## src/design/rhp_pkg.sv

```systemverilog
// Package of the handle pool: sizes, operation and status codes, queue entry type.
// Depends on nothing.
`default_nettype none
package rhp_pkg;
    localparam int ARENAS = 4;
    localparam int ARENA_SLOTS = 256;
    localparam int TOTAL_SLOTS = ARENAS * ARENA_SLOTS;
    localparam int AW = $clog2(ARENAS);
    localparam int SW = $clog2(ARENA_SLOTS);
    localparam int IW = $clog2(TOTAL_SLOTS);
    localparam int UW = $clog2(ARENA_SLOTS + 1);

    localparam logic [2:0] OP_CREATE = 3'd0;
    localparam logic [2:0] OP_GET = 3'd1;
    localparam logic [2:0] OP_RELEASE = 3'd2;
    localparam logic [2:0] OP_DESTROY = 3'd3;
    localparam logic [2:0] OP_QUERY = 3'd4;

    localparam logic [2:0] ST_OK = 3'd0;
    localparam logic [2:0] ST_BAD = 3'd1;
    localparam logic [2:0] ST_NOTFOUND = 3'd2;
    localparam logic [2:0] ST_BUSY = 3'd3;
    localparam logic [2:0] ST_FULL = 3'd4;
    localparam logic [2:0] ST_ZERO = 3'd5;
    localparam logic [2:0] ST_OVF = 3'd6;

    localparam int RIDX_TAG = 0;
    localparam int RIDX_AUTO = 1;
    localparam int RIDX_ARENAS = 2;

    // Classified operation handed from front to back.
    typedef struct packed {
        logic [2:0]  op;
        logic        bad;      // handle check or op code failed
        logic [31:0] handle;
        logic [31:0] payload;
        logic [AW-1:0] arena;
        logic [SW-1:0] slot;
    } t_cmd;
endpackage
`default_nettype wire

```

## src/design/rhp_front.sv

```systemverilog
// Front end of the handle pool: accepts operations, checks handles, queues commands.
// Depends on rhp_pkg.
`default_nettype none
module rhp_front (
    input  wire logic          i_clk,
    input  wire logic          i_rst_n,
    input  wire logic          i_valid,
    output logic               o_ready,
    input  wire logic [2:0]    i_op,
    input  wire logic [31:0]   i_handle,
    input  wire logic [31:0]   i_payload,
    input  wire logic [7:0]    i_pool_tag,
    input  wire logic [2:0]    i_live,
    output logic               o_cmd_valid,
    input  wire logic          i_cmd_take,
    output rhp_pkg::t_cmd      o_cmd
);
    import rhp_pkg::*;
    t_cmd r_q [2];
    logic r_wp, r_rp;
    logic [1:0] r_cnt;
    t_cmd w_c;
    logic [7:0] w_tag, w_ar;
    logic [15:0] w_sl;
    logic w_push;

    always_comb begin
        w_tag = i_handle[31:24];
        w_ar = i_handle[23:16];
        w_sl = i_handle[15:0];
        w_c.op = i_op;
        w_c.handle = i_handle;
        w_c.payload = i_payload;
        w_c.arena = w_ar[AW-1:0];
        w_c.slot = w_sl[SW-1:0];
        w_c.bad = 1'b0;
        if (i_op > OP_QUERY) begin
            w_c.bad = 1'b1;
        end else if (i_op != OP_CREATE) begin
            w_c.bad = (i_op != OP_QUERY && w_tag != i_pool_tag) ||
                      ({5'd0, w_ar} >= {10'd0, i_live}) ||
                      ({16'd0, w_sl} >= 32'(ARENA_SLOTS));
        end
    end

    assign o_ready = (r_cnt != 2'd2);
    assign w_push = i_valid && o_ready;
    assign o_cmd_valid = (r_cnt != 2'd0);
    assign o_cmd = r_q[r_rp];

    always_ff @(posedge i_clk) begin
        if (w_push) r_q[r_wp] <= w_c;
        if (!i_rst_n) begin
            r_wp <= 1'b0;
            r_rp <= 1'b0;
            r_cnt <= 2'd0;
        end else begin
            if (w_push) r_wp <= ~r_wp;
            if (i_cmd_take) r_rp <= ~r_rp;
            r_cnt <= r_cnt + 2'(w_push) - 2'(i_cmd_take);
        end
    end
endmodule
`default_nettype wire

```

## config.mk

```make
export PLATFORM = sky130hd
export DESIGN_NAME = rhp_front
export DESIGN_NICKNAME = d
export VERILOG_FILES = /design/src/design/rhp_pkg.sv /design/src/design/rhp_front.sv
export SDC_FILE = /design/constraint.sdc
export NUM_CORES = 1
export LEC_CHECK = 0
export ABC_AREA = 1
export BUFFER_PORTS_ARGS = -buffer_cell sky130_fd_sc_hd__buf_2
export CORE_UTILIZATION = 52
export CTS_CLUSTER_DIAMETER = 40
export DETAILED_ROUTE_END_ITERATION = 6
export GPL_ROUTABILITY_DRIVEN = 0
export PLACE_DENSITY = 0.88
export SYNTH_ARGS = -nofsm -noshare
export SYNTH_HDL_FRONTEND = slang
export SYNTH_SLANG_ARGS = --single-unit
```

## constraint.sdc

```tcl
create_clock -name i_clk -period 5.7 [get_ports i_clk]
set_clock_uncertainty 0.2 [all_clocks]
set_input_delay 1.14 -clock i_clk [delete_from_list [all_inputs] [get_ports i_clk]]
set_output_delay 1.14 -clock i_clk [all_outputs]
set_load 0.03 [all_outputs]
```

# [After elaboration in Yosys (flattened, before gate mapping)]
# Memories as Yosys holds them, arrays and structs flattened. A register that Yosys moved wholly into a read port is not among the register bits.
# Cells that the tools add are included.
# Widths: inputs -> output; s select.
[op_classes] n_bitwise=2 multipliers=0 n_reduce_logical=6 magnitude_cmp=3 n_div=0 n_eq_ne=3 n_addsub=2 shifts=0 n_mux=6
[op_table] operator="$ge 16x9->1 const B" n=1
[op_table] operator="$ge 8x3->1" n=1
[op_table] operator="$ne 8x8->1" n=1
[op_table] operator="$mux 1" n=6
[op_table] operator="$gt 3x3->1 const B" n=1
[op_table] operator="$ne 3x3->1 const B" n=1
[op_table] operator="$reduce_bool 3->1" n=1
[op_table] operator="$add 2x1->2" n=1
[op_table] operator="$logic_and 1x1->1" n=2
[op_table] operator="$logic_or 1x1->1" n=2
[op_table] operator="$ne 2x2->1 const B" n=1
[op_table] operator="$not 1->1" n=2
[op_table] operator="$reduce_bool 2->1" n=1
[op_table] operator="$sub 2x1->2" n=1
[totals] wordCells=26 output_inout_bits=80 memories=1 input_bits=82 register_bits=4 mem_bits_ro=0 latch_bits=0 ram_bits=156
[mem_list] memory="r_q" words=2 width=78 rd=1 rd_clocked_by_memory_dff=1 wr=1 line="rhp_front.sv:19" source="t_cmd r_q [2];"

# [Logic depth before layout (Yosys ltp)]
# Gate-level depths: netlist (run 1).
[logic_depth] depth_word=6 depth_mapped=9

# [Least setup slack after synthesis (run 1)]
# OpenSTA, ideal clock, no wires.
[synth_path] kind="input port to flip-flop" startpoint="input port i_valid" endpoint="memory r_q[1][10] (netlist bit) (enable)" arrival_time_ps=4110 stages=2 slack_ps=894 path_cell_list="nand2_1 -> nor2_1"
[synth_via] elab_chain_len=3
[synth_rtl] element="start, declared" line="rhp_front.sv:7" source="input wire logic i_valid,"
[synth_rtl] element="$logic_and 1x1->1" line="rhp_front.sv:47" source="assign w_push = i_valid && o_ready;"
[synth_rtl] element="$mux 1" line="rhp_front.sv:52" source="if (w_push) r_q[r_wp] <= w_c;"
[synth_rtl] element="$mux 1 (implied by the code)" line="rhp_front.sv:52"
[synth_rtl] element="end, declared" line="rhp_front.sv:19"
# No other way between the ends.

==> results_dict.tcl, run 1 <==
set metrics [dict create \
    slew_violations 0 \
    sw_frac_of_total_pct 27.8 \
    cp_data_arrival_time_ns 2.18 \
    netlist.area_leader.share_pct 73.2 \
    post_synthesis_net_count 401 \
    number_of_warnings_reported_in_the_yosys_synthesis_log 0 \
    cts_buffers 17 \
    p_leak_nw 2.81 \
    number_of_filler_cells_placed_in_the_layout 721 \
    grt_usage_pct 18.8 \
    ioPinCount 162 \
    critical_path.cell_chain "mux2_2 > buf_2" \
    max_clock_freq_mhz 284 \
    yosysTopAreaCell "sky130_fd_sc_hd__edfxtp_1" \
    cts_root_buf "sky130_fd_sc_hd__clkbuf_8" \
    timing.critical_path.slowest_cell_delay_ns 0.99 \
    min_path_type "reg -> reg" \
    slowest_stage "sky130_fd_sc_hd__dfxtp_4" \
    detail_route.drc_violations 0 \
    globalRouteOverflowTotal 0 \
    primary_ff_master_synth "sky130_fd_sc_hd__edfxtp_1" \
    clock_sinks 141 \
    post_synth_instance_area_sq_um 5580 \
    firstDrtPassIters 4 \
    largest_net_degree_at_the_start_of_global_routing 69 \
    final_cells 628 \
    clock_tree.htree_level_count 4 \
    chipWidth_um 106 \
    tightestPinTransition_ns 1.01 \
    synth.area.top_cells "sky130_fd_sc_hd__edfxtp_1 (73%), sky130_fd_sc_hd__mux2_2 (9.7%), sky130_fd_sc_hd__mux2_4 (5.4%), sky130_fd_sc_hd__dfxtp_1 (1.8%), sky130_fd_sc_hd__nand2_1 (1.7%)" \
    cts_resized 0 \
    post_cts_hold_buffer_count 0 \
    initial_utilization_pct 53.8 \
    power.sequential.fraction_pct 46.8 \
    finish.net_count 566 \
    clk_path_buf_depth 2 \
    start_kind "register" \
    crit_path_end_kind "primary output" \
    area_growth_syn_to_layout_pct 25.2 \
    layout-drive-gt1-share_pct 53.7 \
    dieArea_sq_um 11100 \
    synth.cells.most_frequent "sky130_fd_sc_hd__edfxtp_1 (136), sky130_fd_sc_hd__mux2_2 (48), sky130_fd_sc_hd__nand2_1 (26)" \
    dpl.hpwl_um 6560 \
    max_slew_margin_pct 32.8 \
    synthesis.area_per_instance_sq_um 17.8 \
    antenna_cells_inserted 0 \
    cp.required_ns 4.36 \
    finalSetupViolCount 0 \
    design.core.area_sq_um 10400 \
    netlist_instances 314 \
    drt-wirelength-per-cell_um 15.6 \
    layout_worst_path_cycle_share_pct 61.8 \
    grt_pass1_vias 3205 \
    worst-path-max-fanout 68 \
    yosys.cell_types.count 19 \
    cts.repair_timing.setup_buffer_count 0 \
    timing.setup.critical_path_class "reg -> out" \
    async_reset_ff_share_pct 0 \
    synth_edf_count 136 \
    combPwrFrac_pct 17.4 \
    finalHoldViolations 0 \
    floorplan.rows 37 \
    setup_repair_after_global_routing_missed_its_margin "no" \
    dr.first_iter.drc_count 161 \
    portBuffers 161 \
    cap_violations 0 \
    cp_top_family "flip-flops" \
    via_per_inst 4.93 \
    wirelength_um 9820 \
    final.setup.tns_ns 0 \
    grt_pass1_wl_um 15400 \
    number_of_vias_after_detailed_routing 3097 \
    finalWorstPathRequiredPeriod_ns 3.52 \
    vdd_ir_drop_max_mv 0.239 \
    total_switching_power_w 0.000770 \
    power_density_over_cell_area_nw_per_um2 397 \
    critPathBufInv 1 \
    synth-seq-cells 141 \
    internal-power_w 0.00200 \
    dpl.cell_count 596 \
    clk_transition_reported_paths_ns 0.06 \
    grt_antenna_before_repair 0 \
    clkPwrFrac_pct 35.7 \
    yosysSeqAreaShare_pct 75.0 \
    chipHeight_um 106 \
    synth.most_common_cell "sky130_fd_sc_hd__edfxtp_1" \
    drtAntennaViolNets 0 \
    run_status "completed" \
    clock_tree_from_tritoncts "built" \
    post-layout-total-power_w 0.00277 \
    clk-insertion-delay-late_ns 0.51 \
]
## worst paths after layout
path / startpoint / to / slack [ns] / cells after the start
setup / recovery: register / o_cmd[5] / 2.18 / 2
hold / removal: r_cnt[1] / r_cnt[1] / 0.34 / 2
setup reg to reg: r_cnt[0] / r_q[1][44] / 3.14 / 5
hold reg to reg: r_cnt[1] / r_cnt[1] / 0.34 / 2
## placed cells by master (no fill, tap or decap), drive strengths merged
cell type / n
xnor2: 3
nor2: 16
clkinv: 5
clkbuf: 18
mux2: 68
nand2: 26
o21bai: 1
bufinv: 1
buf: 164
o21ai: 3
edfxtp: 136
clkinvlp: 5
inv: 27
ha: 5
nor3: 2
a21oi: 3
nand3: 3
a21boi: 1
dfxtp: 5
## metal layers
metal / part of all wire (%) / track usage (%) / up-vias
met2: 53 / 32.5 / 123
met3: 5.8 / 5.69 / 12
met5: 0 / 0 / -
met1: 40 / 21.8 / 1487
met4: 1.2 / 8.13 / 0
li1: - / - / 1475
## registers in the layout, indices dropped and copies added (netlist names), named ones only
name	cells
r_q	136
r_rp	1
r_wp	1
r_cnt	2
## cell families (layout without fill, tap and decap cells)
family	Yosys count	in the layout	synth area share (%)
multiplexers	68	68	15.1
flip-flops	141	141	75.0
XOR/XNOR	3	3	0.471
AO/OA/AOI/OAI	8	8	0.807
AND/OR/NAND/NOR	47	47	3.27
adder cells (fa/ha/maj)	5	5	1.12
buffers and inverters	42	220	4.26
## power by group through the flow
stage	Combinational (W)	Sequential (W)	Clock, W
global route	0.000513	0.00131	0.00105
finish	0.000483	0.00130	0.000990
detailed placement	0.000486	0.00132	0
global placement	0.000478	0.00131	0
floorplan	0.000375	0.00130	0
CTS	0.000488	0.00130	0.00101
## cell type report
cell class              instances  area (sq um)  area share (%)
well taps                     136           170            2.44
clock buffers                  18           418            5.98
repair buffers                164           828            11.9
flip-flops and latches        141          4190            59.9
multi-input cells             131          1170            16.8
clock inverters                14           120            1.72
inverters                      24          90.1            1.29
## per-stage QoR
stage	cell area [sq um]	worst slack (ns)	hold WS (ns)	util (%)
final	6990	2.18	0.335	67.4
after global routing	6990	2.07	0.378	67.4
after CTS	6990	2.14	0.334	67.4
after detailed placement	6450	2.36	0.321	62.2
after global placement	6450	2.41	0.274	62.2
after floorplan	5580	0.894	0.258	-
## worst reg2reg max path: cells and delay by family (launching register included)
| kind | cells | cell delay [ns] |
|---|---|---|
| flops | 1 | 0.33 |
| buf+inv | 2 | 0.67 |
| simple gates | 3 | 0.99 |
(Power assumes the default switching activity.)
==> run 2: changes to the inputs <==
- CORE_UTILIZATION: 52 -> 47
- PLACE_DENSITY: 0.88 -> 0.84
- clock period: 5.7 -> 3.1 ns (I/O delays scaled with it)
==> run 2 against run 1 <==
The flow now finishes with violations (DRC). Sequential cell count stayed put. Via count is 1.5% lower. Routed wire length is 1.0% lower. Global-route usage is 2.1 points lower. Critical endpoint is now o_cmd[6]. Largest cell class unchanged.
==> results_dict.tcl, run 2 (synthesis results as in run 1) <==
set metrics [dict create \
    run_status "finished, violations left" \
    violations "DRC" \
    chipWidth_um 111 \
    power_density_over_cell_area_nw_per_um2 717 \
    reg2reg_depth 9 \
    cp_data_arrival_time_ns 1.90 \
    timing.hold.worst.start "i_payload[4]" \
    internal-power_w 0.00368 \
    timing.hold.ws_ns 0.196 \
    clock_tree.htree_level_count 4 \
    critical_path.reg2reg.startpoint "r_cnt[0]" \
    clock_tree_from_tritoncts "built" \
    cts_resized 0 \
    p_leak_nw 2.83 \
    globalRouteOverflowTotal 0 \
    detail_route.drc_violations 22 \
    number_of_vias_after_detailed_routing 3052 \
    clk_transition_reported_paths_ns 0.06 \
    post_cts_hold_buffer_count 0 \
    initial_utilization_pct 48.4 \
    finalSetupViolCount 0 \
    setup_ws_ns 0.383 \
    grt_pass1_wl_um 15300 \
    via_per_inst 4.78 \
    chipHeight_um 111 \
    min_path_type "in -> reg" \
    largest_net_degree_at_the_start_of_global_routing 37 \
    finalWorstPathRequiredPeriod_ns 2.72 \
    largest_register_ffs 136 \
    design.core.area_sq_um 11500 \
    cts_root_buf "sky130_fd_sc_hd__clkbuf_16" \
    setup_repair_after_global_routing_missed_its_margin "no" \
    sw_frac_of_total_pct 26.8 \
    mostFrequentLayoutCells "sky130_fd_sc_hd__buf_2 (161), sky130_fd_sc_hd__edfxtp_1 (136), sky130_fd_sc_hd__mux2_2 (48)" \
    grt_antenna_before_repair 0 \
    area_growth_syn_to_layout_pct 25.7 \
    mostFrequentLayoutCell "sky130_fd_sc_hd__buf_2" \
    finish.net_count 569 \
    cts.repair_timing.setup_buffer_count 0 \
    worst-path-max-fanout 26 \
    dpl_cell_area_sq_um 6490 \
    worstHoldPathCells 1 \
    clock_sinks 141 \
    pre_cts_slack_ns 0.788 \
    firstDrtPassIters 6 \
    max_slew_margin_pct 67.3 \
    combPwrFrac_pct 18.2 \
    drt-wirelength-per-cell_um 15.2 \
    max_clock_freq_mhz 368 \
    final.setup.tns_ns 0 \
    grt_pass1_vias 3185 \
    hold-path-endpoint "r_q[1][14]" \
    layout-drive-gt1-share_pct 53.3 \
    clk-insertion-delay-late_ns 0.41 \
    layout_worst_path_cycle_share_pct 87.6 \
    reg2reg_setup_slack_ns 1.28 \
    wirelength_um 9720 \
    dieArea_sq_um 12300 \
    start_kind "register" \
    timing.setup.critical_path_class "reg -> out" \
    finalHoldViolations 0 \
    cts_buffers 17 \
    largest-register "r_q" \
    total_switching_power_w 0.00135 \
    antenna_cells_inserted 0 \
    cap_violations 0 \
    cp.required_ns 2.28 \
    floorplan.rows 39 \
    vdd_ir_drop_max_mv 0.426 \
    ioPinCount 162 \
    slew_violations 0 \
    timing.rr.end "r_cnt[1]" \
    clkPwrFrac_pct 34.9 \
    drtAntennaViolNets 0 \
    layout.cell_area.non_filler_sq_um 7010 \
    tightestPinTransition_ns 0.490 \
    dpl.hpwl_um 6650 \
    portBuffers 161 \
    crit_path_end_kind "primary output" \
    reg_top3 "r_q: 136 flops, r_cnt: 2 flops" \
    post-layout-total-power_w 0.00503 \
    grt_usage_pct 16.8 \
    dr.first_iter.drc_count 156 \
    clk_path_buf_depth 2 \
    power.sequential.fraction_pct 46.9 \
]
run 2: metal layers:
layer	up-vias	track usage (%)	share of wire, %
met5	-	0	0
met4	0	8.58	0.52
met3	4	5.69	5.9
met2	118	29.2	53
met1	1451	18.2	40
li1	1479	-	-
run 2: power by group through the flow:
stage,Sequential [W],Clock [W],Combinational (W)
4_1_cts,0.00236,0.00179,0.000928
3_5_place_dp,0.00240,0,0.000925
2_1_floorplan,0.00238,0,0.000692
3_3_place_gp,0.00239,0,0.000908
5_1_grt,0.00238,0.00186,0.000975
6_report,0.00236,0.00175,0.000914
run 2: final cells by class:
| cell class | instances | area, sq um |
|---|---|---|
| clock buffers | 24 | 472 |
| clock inverters | 8 | 46.3 |
| fillers | 877 | 4510 |
| inverters | 24 | 90.1 |
| multi-input cells | 131 | 1170 |
| flip-flops and latches | 141 | 4190 |
| well taps | 143 | 179 |
| repair buffers | 167 | 863 |
run 2: through the flow:
stage                     utilization, %  cells
after global routing                60.9    638
after floorplan                        -    314
after detailed placement            56.4    606
after CTS                           60.9    638
final                               60.9    638
after global placement              56.4    606
run 2: worst max path at each step:
stage / start / endpoint
after global placement: register / o_cmd[6]
after CTS: register / o_cmd[6]
final: register / o_cmd[6]
after floorplan: r_cnt[0] / r_q[1][10]
after detailed placement: register / o_cmd[6]
after global routing: register / o_cmd[6]
run 2: critical path: stages, from the launching register on:
cell and delay (ns):
sky130_fd_sc_hd__dfxtp_4 0.57, sky130_fd_sc_hd__buf_4 0.33, sky130_fd_sc_hd__mux2_2 0.39, sky130_fd_sc_hd__buf_2 0.19
